<file path="src/rtl/wildcard_transition_best_match_unit_defines.svh">
// assertion macros for the wildcard transition best match unit
// expects clk_i and rst_ni in the scope of every use
`ifndef WILDCARD_TRANSITION_BEST_MATCH_UNIT_DEFINES_SVH
`define WILDCARD_TRANSITION_BEST_MATCH_UNIT_DEFINES_SVH

// condition holds at every edge out of reset
`define WTBM_ASSERT_ALWAYS(lbl, cond) \
  lbl: assert property (@(posedge clk_i) disable iff (!rst_ni) (cond)) \
    else $error("wtbm: invariant violated");

// consequent holds in the same cycle
`define WTBM_ASSERT_IMP(lbl, ante, cons) \
  lbl: assert property (@(posedge clk_i) disable iff (!rst_ni) (ante) |-> (cons)) \
    else $error("wtbm: implication violated");

// consequent holds in the next cycle
`define WTBM_ASSERT_NXT(lbl, ante, cons) \
  lbl: assert property (@(posedge clk_i) disable iff (!rst_ni) (ante) |=> (cons)) \
    else $error("wtbm: next-cycle implication violated");

`endif

</file>
<file path="src/rtl/wtbm_pkg.sv">
// shared types and constants of the wildcard transition best match unit
// no dependencies
package wtbm_pkg;

  localparam int MAX_ENTRIES_DEF     = 64;
  localparam int MAX_GROUPS_DEF      = 16;
  localparam int STATE_BITS_DEF      = 8;
  localparam int TRANSITION_BITS_DEF = 10;
  localparam int GROUP_BITS          = 4;

  localparam logic REQ_RECORD = 1'b0;
  localparam logic REQ_LOOKUP = 1'b1;

  localparam logic STATUS_OK   = 1'b0;
  localparam logic STATUS_FULL = 1'b1;

  typedef logic [1:0] score_t;

  localparam score_t SCORE_NONE = 2'd0;
  localparam score_t SCORE_SRC  = 2'd1;
  localparam score_t SCORE_DST  = 2'd2;

  // token and running best score handed from cell to cell
  typedef struct packed {
    logic   tok;
    score_t score;
  } link_t;

  typedef enum logic [1:0] {
    ST_IDLE,
    ST_SCAN,
    ST_RESP
  } state_e;

endpackage

</file>
<file path="src/rtl/wtbm_cell.sv">
// one table entry of the scan chain: stores the entry and scores it against the query
// depends on wtbm_pkg
module wtbm_cell #(
  parameter int IDX = 0,
  parameter int CW  = 7,
  parameter int IW  = 6,
  parameter int SB  = wtbm_pkg::STATE_BITS_DEF,
  parameter int TB  = wtbm_pkg::TRANSITION_BITS_DEF
) (
  input  logic            clk_i,
  input  logic            rst_ni,
  input  logic [CW-1:0]   count_i,
  input  logic            wr_en_i,
  input  logic [IW-1:0]   wr_idx_i,
  input  logic            wr_fk_i,
  input  logic [SB-1:0]   wr_fs_i,
  input  logic            wr_tk_i,
  input  logic [SB-1:0]   wr_ts_i,
  input  logic [TB-1:0]   wr_trans_i,
  input  logic            q_fk_i,
  input  logic [SB-1:0]   q_fs_i,
  input  logic [SB-1:0]   q_ts_i,
  input  wtbm_pkg::link_t link_i,
  input  logic [TB-1:0]   pick_i,
  output wtbm_pkg::link_t link_o,
  output logic [TB-1:0]   pick_o
);

  logic            fk_q;
  logic [SB-1:0]   fs_q;
  logic            tk_q;
  logic [SB-1:0]   ts_q;
  logic [TB-1:0]   trans_q;

  wtbm_pkg::link_t link_q;
  logic [TB-1:0]   pick_q;

  logic             active;
  logic             src_match;
  logic             dst_match;
  logic             clash;
  wtbm_pkg::score_t score_c;
  logic             win;

  // entry payload, written once when the record lands on this slot
  always_ff @(posedge clk_i) begin
    if (wr_en_i && (wr_idx_i == IW'(IDX))) begin
      fk_q    <= wr_fk_i;
      fs_q    <= wr_fs_i;
      tk_q    <= wr_tk_i;
      ts_q    <= wr_ts_i;
      trans_q <= wr_trans_i;
    end
  end

  always_comb begin
    active    = CW'(IDX) < count_i;
    // an unknown query source only matches a wildcard source
    src_match = (fk_q == q_fk_i) && (!q_fk_i || (fs_q == q_fs_i));
    dst_match = tk_q && (ts_q == q_ts_i);
    clash     = (fk_q && !src_match) || (tk_q && !dst_match);
    score_c   = (src_match ? wtbm_pkg::SCORE_SRC : wtbm_pkg::SCORE_NONE)
              | (dst_match ? wtbm_pkg::SCORE_DST : wtbm_pkg::SCORE_NONE);
    // strict compare keeps the earliest entry on a tie
    win       = active && !clash && (score_c > link_i.score);
  end

  always_ff @(posedge clk_i or negedge rst_ni) begin
    if (!rst_ni) begin
      link_q <= '0;
    end else begin
      link_q.tok <= link_i.tok;
      if (link_i.tok) begin
        link_q.score <= win ? score_c : link_i.score;
      end
    end
  end

  always_ff @(posedge clk_i) begin
    if (link_i.tok) begin
      pick_q <= win ? trans_q : pick_i;
    end
  end

  assign link_o = link_q;
  assign pick_o = pick_q;

endmodule

</file>
<file path="src/rtl/wtbm_dflt.sv">
// per-group default transitions: valid flags in flops, transitions in a small memory
// depends on wtbm_pkg
module wtbm_dflt #(
  parameter int MAX_GROUPS = wtbm_pkg::MAX_GROUPS_DEF,
  parameter int TB         = wtbm_pkg::TRANSITION_BITS_DEF
) (
  input  logic                            clk_i,
  input  logic                            rst_ni,
  input  logic                            wr_en_i,
  input  logic                            rd_en_i,
  input  logic [wtbm_pkg::GROUP_BITS-1:0] grp_i,
  input  logic [TB-1:0]                   wr_trans_i,
  output logic                            rd_valid_o,
  output logic [TB-1:0]                   rd_trans_o
);

  localparam int GIW = (MAX_GROUPS > 1) ? $clog2(MAX_GROUPS) : 1;

  logic [MAX_GROUPS-1:0] valid_q;
  logic [TB-1:0]         mem_q [MAX_GROUPS];
  logic                  rd_valid_q;
  logic [TB-1:0]         rd_trans_q;

  logic           in_range;
  logic [GIW-1:0] gidx;

  assign in_range = int'(grp_i) < MAX_GROUPS;
  assign gidx     = GIW'(grp_i);

  always_ff @(posedge clk_i or negedge rst_ni) begin
    if (!rst_ni) begin
      valid_q    <= '0;
      rd_valid_q <= 1'b0;
    end else begin
      if (wr_en_i && in_range) begin
        valid_q[gidx] <= 1'b1;
      end
      if (rd_en_i) begin
        rd_valid_q <= in_range && valid_q[gidx];
      end
    end
  end

  always_ff @(posedge clk_i) begin
    if (wr_en_i && in_range) begin
      mem_q[gidx] <= wr_trans_i;
    end
    if (rd_en_i) begin
      rd_trans_q <= mem_q[gidx];
    end
  end

  assign rd_valid_o = rd_valid_q;
  assign rd_trans_o = rd_trans_q;

endmodule

</file>
<file path="src/rtl/wildcard_transition_best_match_unit.sv">
// A record item appends one entry to a chain of MAX_ENTRIES cells; a full table refuses it with
// status 1. A lookup item sends a token with the running best score down the chain, one cell per
// cycle. The group default is read from its memory when the lookup is taken. The result sits in
// an output register, so a new item is taken while it waits.
// depends on wtbm_pkg, wtbm_cell, wtbm_dflt and the defines header
`include "wildcard_transition_best_match_unit_defines.svh"

module wildcard_transition_best_match_unit #(
  parameter int MAX_ENTRIES     = wtbm_pkg::MAX_ENTRIES_DEF,
  parameter int MAX_GROUPS      = wtbm_pkg::MAX_GROUPS_DEF,
  parameter int STATE_BITS      = wtbm_pkg::STATE_BITS_DEF,
  parameter int TRANSITION_BITS = wtbm_pkg::TRANSITION_BITS_DEF
) (
  input  logic                            clk_i,
  input  logic                            rst_ni,
  input  logic                            in_valid_i,
  output logic                            in_ready_o,
  input  logic                            req_type_i,
  input  logic [wtbm_pkg::GROUP_BITS-1:0] group_index_i,
  input  logic [STATE_BITS-1:0]           from_state_i,
  input  logic                            from_known_i,
  input  logic [STATE_BITS-1:0]           to_state_i,
  input  logic                            to_known_i,
  input  logic                            both_names_empty_i,
  input  logic [TRANSITION_BITS-1:0]      transition_number_i,
  output logic                            out_valid_o,
  input  logic                            out_ready_i,
  output logic                            found_o,
  output logic [TRANSITION_BITS-1:0]      result_transition_o,
  output logic                            status_o
);

  localparam int CW = $clog2(MAX_ENTRIES + 1);
  localparam int IW = (MAX_ENTRIES > 1) ? $clog2(MAX_ENTRIES) : 1;

  wtbm_pkg::state_e state_q, state_d;

  logic [CW-1:0]              count_q;
  logic                       start_q;
  logic                       lookup_q;
  logic                       full_q;
  logic                       q_fk_q;
  logic [STATE_BITS-1:0]      q_fs_q;
  logic [STATE_BITS-1:0]      q_ts_q;

  logic                       out_valid_q;
  logic                       found_q;
  logic [TRANSITION_BITS-1:0] trans_q;
  logic                       status_q;

  logic acc;
  logic is_rec;
  logic full;
  logic rec_ok;
  logic out_load;

  logic                       dflt_valid;
  logic [TRANSITION_BITS-1:0] dflt_trans;

  wtbm_pkg::link_t            link [MAX_ENTRIES+1];
  logic [TRANSITION_BITS-1:0] pick [MAX_ENTRIES+1];
  logic [MAX_ENTRIES-1:0]     tok_vec;

  logic                       have;
  logic                       res_found;
  logic [TRANSITION_BITS-1:0] res_trans;

  assign in_ready_o = (state_q == wtbm_pkg::ST_IDLE);
  assign acc        = in_valid_i && in_ready_o;
  assign is_rec     = (req_type_i == wtbm_pkg::REQ_RECORD);
  assign full       = (count_q == CW'(MAX_ENTRIES));
  assign rec_ok     = acc && is_rec && !full;

  always_ff @(posedge clk_i or negedge rst_ni) begin
    if (!rst_ni) begin
      state_q  <= wtbm_pkg::ST_IDLE;
      count_q  <= '0;
      start_q  <= 1'b0;
      lookup_q <= 1'b0;
      full_q   <= 1'b0;
    end else begin
      state_q <= state_d;
      start_q <= acc && !is_rec;
      if (rec_ok) begin
        count_q <= count_q + CW'(1);
      end
      if (acc) begin
        lookup_q <= !is_rec;
        full_q   <= is_rec && full;
      end
    end
  end

  // query held steady while the token walks the chain
  always_ff @(posedge clk_i) begin
    if (acc && !is_rec) begin
      q_fk_q <= from_known_i;
      q_fs_q <= from_state_i;
      q_ts_q <= to_state_i;
    end
  end

  always_comb begin
    state_d  = state_q;
    out_load = 1'b0;
    case (state_q)
      wtbm_pkg::ST_IDLE: begin
        if (acc) begin
          state_d = is_rec ? wtbm_pkg::ST_RESP : wtbm_pkg::ST_SCAN;
        end
      end
      wtbm_pkg::ST_SCAN: begin
        if (link[MAX_ENTRIES].tok) begin
          state_d = wtbm_pkg::ST_RESP;
        end
      end
      wtbm_pkg::ST_RESP: begin
        if (!out_valid_q || out_ready_i) begin
          out_load = 1'b1;
          state_d  = wtbm_pkg::ST_IDLE;
        end
      end
      default: begin
        state_d = wtbm_pkg::ST_IDLE;
      end
    endcase
  end

  assign link[0] = '{tok: start_q, score: wtbm_pkg::SCORE_NONE};
  assign pick[0] = '0;

  for (genvar i = 0; i < MAX_ENTRIES; i++) begin : g_cell
    wtbm_cell #(
      .IDX (i),
      .CW  (CW),
      .IW  (IW),
      .SB  (STATE_BITS),
      .TB  (TRANSITION_BITS)
    ) u_cell (
      .clk_i      (clk_i),
      .rst_ni     (rst_ni),
      .count_i    (count_q),
      .wr_en_i    (rec_ok),
      .wr_idx_i   (IW'(count_q)),
      .wr_fk_i    (from_known_i),
      .wr_fs_i    (from_state_i),
      .wr_tk_i    (to_known_i),
      .wr_ts_i    (to_state_i),
      .wr_trans_i (transition_number_i),
      .q_fk_i     (q_fk_q),
      .q_fs_i     (q_fs_q),
      .q_ts_i     (q_ts_q),
      .link_i     (link[i]),
      .pick_i     (pick[i]),
      .link_o     (link[i+1]),
      .pick_o     (pick[i+1])
    );
    assign tok_vec[i] = link[i+1].tok;
  end

  wtbm_dflt #(
    .MAX_GROUPS (MAX_GROUPS),
    .TB         (TRANSITION_BITS)
  ) u_dflt (
    .clk_i      (clk_i),
    .rst_ni     (rst_ni),
    .wr_en_i    (rec_ok && both_names_empty_i),
    .rd_en_i    (acc && !is_rec),
    .grp_i      (group_index_i),
    .wr_trans_i (transition_number_i),
    .rd_valid_o (dflt_valid),
    .rd_trans_o (dflt_trans)
  );

  always_comb begin
    have      = (link[MAX_ENTRIES].score != wtbm_pkg::SCORE_NONE);
    res_found = lookup_q && (have || dflt_valid);
    if (!lookup_q) begin
      res_trans = '0;
    end else if (have) begin
      res_trans = pick[MAX_ENTRIES];
    end else if (dflt_valid) begin
      res_trans = dflt_trans;
    end else begin
      res_trans = '0;
    end
  end

  always_ff @(posedge clk_i or negedge rst_ni) begin
    if (!rst_ni) begin
      out_valid_q <= 1'b0;
    end else if (out_load) begin
      out_valid_q <= 1'b1;
    end else if (out_ready_i) begin
      out_valid_q <= 1'b0;
    end
  end

  always_ff @(posedge clk_i) begin
    if (out_load) begin
      found_q  <= res_found;
      trans_q  <= res_trans;
      status_q <= full_q ? wtbm_pkg::STATUS_FULL : wtbm_pkg::STATUS_OK;
    end
  end

  assign out_valid_o         = out_valid_q;
  assign found_o             = found_q;
  assign result_transition_o = trans_q;
  assign status_o            = status_q;

  `WTBM_ASSERT_ALWAYS(a_count_bound, count_q <= CW'(MAX_ENTRIES))
  `WTBM_ASSERT_ALWAYS(a_single_token, $onehot0(tok_vec))
  `WTBM_ASSERT_IMP(a_tail_in_scan, link[MAX_ENTRIES].tok, state_q == wtbm_pkg::ST_SCAN)
  `WTBM_ASSERT_NXT(a_full_no_grow, acc && is_rec && full, count_q == $past(count_q))
  `WTBM_ASSERT_IMP(a_found_ok, out_valid_o && found_o, status_o == wtbm_pkg::STATUS_OK)

endmodule
</file>
<file path="config.mk">
export PLATFORM = sky130hd
export DESIGN_NAME = wildcard_transition_best_match_unit
export DESIGN_NICKNAME = d
export VERILOG_FILES = /design/src/rtl/wtbm_pkg.sv /design/src/rtl/wtbm_cell.sv /design/src/rtl/wtbm_dflt.sv /design/src/rtl/wildcard_transition_best_match_unit.sv
export VERILOG_INCLUDE_DIRS = /design/src /design/src/rtl
export SDC_FILE = /design/constraint.sdc
export NUM_CORES = 2
export LEC_CHECK = 0
export ABC_CLOCK_PERIOD_IN_PS = 4830
export BUFFER_PORTS_ARGS = -buffer_cell sky130_fd_sc_hd__buf_2
export CAP_MARGIN = 15
export CORE_UTILIZATION = 40
export CTS_CLUSTER_DIAMETER = 60
export DETAILED_ROUTE_END_ITERATION = 7
export GPL_TIMING_DRIVEN = 0
export PLACE_DENSITY_LB_ADDON = 0.25
export SLEW_MARGIN = 40
export SYNTH_ARGS = -nofsm -noshare
export SYNTH_HDL_FRONTEND = slang
export SYNTH_SLANG_ARGS = --single-unit
</file>
<file path="constraint.sdc">
create_clock -name clk_i -period 4.83 [get_ports clk_i]
set_clock_uncertainty 0.1 [all_clocks]
set_input_delay 0.966 -clock clk_i [delete_from_list [all_inputs] [get_ports clk_i]]
set_output_delay 0.966 -clock clk_i [all_outputs]
set_load 0.01 [all_outputs]
</file>
==> out/metrics.cfg <==
[setup_path]
critical_path.startpoint = q_fk_q
critPathMaxFanout = 10
ordered_list_of_cells_on_the_worst_path = clkbuf_2 > clkbuf_4 > clkbuf_4 > clkbuf_2 > buf_16 > o21a_1 > ha_1 > a221o_1 > a221oi_2 > buf_4 > mux2_2
worst-path-stages = 11
r2r-end = g_cell[27].u_cell.pick_o[5]
critical-path-top-delay-family = buffers and inverters
reg2reg_setup_slack_ns = 0.05
startpoint_type = flip-flop
worst_r2r_path_depth = 11
timing.critical_path.slowest_cell_delay_ns = 0.52
worst_r2r_startpoint = q_fk_q
crit_path_class = flip-flop to flip-flop
worstSetupEndpointType = flip-flop
crit_arrival_ns = 5.38
setup.worst_path.end = g_cell[27].u_cell.pick_o[5]
critical_path.n_buffers_inverters = 6
slowest_stage = sky130_fd_sc_hd__clkbuf_4
worst_ep_required_time_ns = 5.43

[final_layout]
count_of_fill_cells_added_during_filler_insertion = 24312
layout-area-overhead-vs-synth_pct = 15.8
nets = 7259
drive_above_1_share_pct = 23.0
fin_area_um2 = 134000

[synth]
synth_cells = 6603
synth_most_common_cell = sky130_fd_sc_hd__edfxtp_1
synthesis.yosys.warnings = 0
synthesis.nets = 6771
synth.top_cells.by_area = sky130_fd_sc_hd__edfxtp_1 (68%), sky130_fd_sc_hd__mux2_2 (5.1%), sky130_fd_sc_hd__dfrtp_1 (4.8%)
synth_largest_type_area_fraction_pct = 68.3
ys_types = 84
syn-mean-instance-area_um2 = 17.5
yosys_register_bits = 2853
synth_async_sr_flop_share_pct = 7.78
leading_register_cell_type_out_of_synthesis = sky130_fd_sc_hd__edfxtp_1
yosysTopAreaCell = sky130_fd_sc_hd__edfxtp_1
synth.yosys.seq_area_share_pct = 73.1
synth_enable_flop_cells = 2631
syn-cell-area_um2 = 116000
netlist_top_cells_count = sky130_fd_sc_hd__edfxtp_1 (2631), sky130_fd_sc_hd__xor2_1 (599), sky130_fd_sc_hd__mux2_2 (528)

[clock_tree]
clkSinkCount = 2853
cts.reportedPaths.clkPinSlew_ns = 0.06
clock_path_buffers = 4
cts_tree = built
insertion_delay_ns = 0.97
number_of_buffers_inserted_during_clock_tree_synthesis = 311
h-tree-depth = 5
root_buffer = sky130_fd_sc_hd__clkbuf_16
cts_post_setup_buffers_inserted = 0

[timing]
tightest_pin_transition_ns = 0.916
finalWorstPathRequiredPeriod_ns = 4.78
finalHoldViolCount = 0
finalSetupViolCount = 0
setup_tns_ns = 0
headroom_to_the_max_slew_limit_pct = 38.4
timing.final.max_slew_violations = 0
finalCritPeriodShare_pct = 99.0
achievable-frequency_ghz = 0.209
fin_worst_hold_slack_ns = 0.244
final.setup.worst_slack_ns = 0.0500
grt_setup_unrepaired = false

[power_and_ir_drop]
power_per_cell_area_nw_per_um2 = 436
p_leak_nw = 44.3
vdd.ir_drop.worst_v = 0.000330

[routing]
final_routed_wirelength_mm = 322
first_pass_iters = 6
detailroute.via_count = 60792
drtIter0Drc = 5894
detail_route.wl_per_cell_um = 28.9
drcViolationCount = 0
detail_route.vias_per_cell = 5.47
antenna_left = 0

[global_routing]
grt_pass1_wl_mm = 454
grt_start_max_net_pins = 61
antenna_found_initial = 18
gr-usage-all-layers_pct = 21.9
global_route.overflow_total = 0
grt_pass1_vias = 61734

[die]
boundaryPins = 52
fp.coreArea_um2 = 288000
die_y_um = 540
initial_core_util_pct = 40.2
die_w_um = 540
placementRows = 197
die_area_um2 = 291000

[placed_design]
post-place-ws_ns = -0.608
dpl_cell_area_um2 = 124000
io_buffers = 51
hpwlAfterDp_mm = 213
routabilityCongestion = 0.865

[hold_path]
hold_class = primary input to flip-flop

[job]
timing.max_cap.violations = 0

[status]
status = completed

[layout by cell type, fill, tap and decap left out, types with 29 or more instances in the layout]
cell	n
sky130_fd_sc_hd__xor2_1	599
sky130_fd_sc_hd__o21a_1	45
sky130_fd_sc_hd__mux2_2	528
sky130_fd_sc_hd__clkinv_2	44
sky130_fd_sc_hd__clkinv_1	46
sky130_fd_sc_hd__a31oi_1	33
sky130_fd_sc_hd__and3_1	68
sky130_fd_sc_hd__clkbuf_1	80
sky130_fd_sc_hd__buf_8	47
sky130_fd_sc_hd__a21oi_1	95
sky130_fd_sc_hd__o21ai_0	48
sky130_fd_sc_hd__inv_1	205
sky130_fd_sc_hd__ha_1	130
sky130_fd_sc_hd__nor2_4	63
sky130_fd_sc_hd__o221ai_1	32
sky130_fd_sc_hd__buf_6	88
sky130_fd_sc_hd__xnor2_1	431
sky130_fd_sc_hd__mux2i_1	42
sky130_fd_sc_hd__dfrtp_1	222
sky130_fd_sc_hd__mux4_2	55
sky130_fd_sc_hd__o22ai_1	29
sky130_fd_sc_hd__edfxtp_1	2631
sky130_fd_sc_hd__a221o_1	32
sky130_fd_sc_hd__nor3_1	88
sky130_fd_sc_hd__buf_2	102
sky130_fd_sc_hd__nand4_1	83
sky130_fd_sc_hd__clkbuf_16	316
sky130_fd_sc_hd__nand3_1	119
sky130_fd_sc_hd__mux2_4	110
sky130_fd_sc_hd__nand2_1	135
sky130_fd_sc_hd__nor4_1	107
sky130_fd_sc_hd__buf_4	72
sky130_fd_sc_hd__nor2_1	68
sky130_fd_sc_hd__buf_16	61
[report_power, final]
part,internal [mW],total (mW),leakage (nW),switching [mW]
clock,13.7,23.2,4.83,9.53
combinational,2.08,6.25,13.2,4.17
sequential,28.2,28.9,26.3,0.766
total,44.0,58.4,44.3,14.5
[worst min-delay path, cell delays in order]
cell	delay [ns]
sky130_fd_sc_hd__buf_2	0.08
sky130_fd_sc_hd__nor2b_1	0.07
sky130_fd_sc_hd__nand2b_1	0.14
[sequential cells by signal, summed over array words and instances, names as in the netlist, 8 cells and up]
register / flops
g_cell.u_cell.tk_q: 64
q_fs_q: 8
u_dflt.valid_q: 16
g_cell.u_cell.trans_q: 640
g_cell.u_cell.ts_q: 512
u_dflt.rd_trans_o: 10
g_cell.u_cell.fk_q: 64
g_cell.u_cell.fs_q: 512
u_dflt.mem_q: 160
g_cell.u_cell.pick_o: 640
g_cell.u_cell.link_o: 192
q_ts_q: 8
result_transition_o: 10
[how the worst min path moves through the flow]
stage               slack, ns               start  cells past startpoint                  to
global route             0.24          in_valid_i                      3          state_q[1]
detailed placement       0.35  u_dflt.valid_q[15]                      1  u_dflt.valid_q[15]
floorplan                0.32              full_q                      0            status_o
global placement         0.34              full_q                      0            status_o
CTS                      0.18         out_ready_i                      3         out_valid_o
finish                   0.24         out_ready_i                      3         out_valid_o
[what timing repair did]
item / CTS / global route
hold endpoints to repair: 39 / 0
hold buffers: 1 / 0
pin swaps: 0 / 0
endpoints found under the setup margin: 84 / 10
resized for setup: 5 / 1
gates cloned: 0 / 0
[logic make-up (layout without fill, tap and decap cells)]
family / count (synthesis) / in the layout / synth area share (%)
adders and majority gates: 130 / 130 / 1.41
muxes: 761 / 761 / 8.25
buffers and inverters: 445 / 1166 / 2.16
other: 0 / 10 / 0
and+or+nand+nor: 869 / 869 / 3.92
DFF: 2853 / 2853 / 73.1
AOI/OAI and AO/OA: 515 / 515 / 3.36
xor gates and xnor gates: 1030 / 1030 / 7.80
[per-layer routing]
metal | wire length (µm) | share of wire, % | global-route usage, %
met5 | 9 | 0.0028 | 0
met4 | 11600 | 3.6 | 8.20
met3 | 26600 | 8.3 | 4.56
met2 | 152000 | 47 | 35.5
met1 | 131000 | 41 | 29.1
[stage by stage]
| stage | total power [mW] | util (%) | cells |
|---|---|---|---|
| 2_1_floorplan | 32.4 | - | 6603 |
| 6_report | 58.4 | 46.6 | 11115 |
| 5_1_grt | 60.1 | 46.5 | 11106 |
| 4_1_cts | 58.7 | 46.5 | 11105 |
| 3_3_place_gp | 35.2 | 41.9 | 10435 |
| 3_5_place_dp | 35.6 | 43.1 | 10558 |
[layout make-up]
| cell class | count | area [µm²] | share of cell area (%) |
|---|---|---|---|
| sequential | 2853 | 84600 | 63.1 |
| clock buffer | 407 | 8500 | 6.34 |
| inverter | 206 | 777 | 0.580 |
| clock inverter | 139 | 1380 | 1.03 |
| buffer | 239 | 1770 | 1.32 |
| antenna | 10 | 25.0 | 0.0187 |
| multi-input combinational | 3305 | 29300 | 21.9 |
| timing repair buffer | 175 | 2980 | 2.22 |
| tap | 3781 | 4730 | 3.53 |
(Power assumes the default switching activity.)
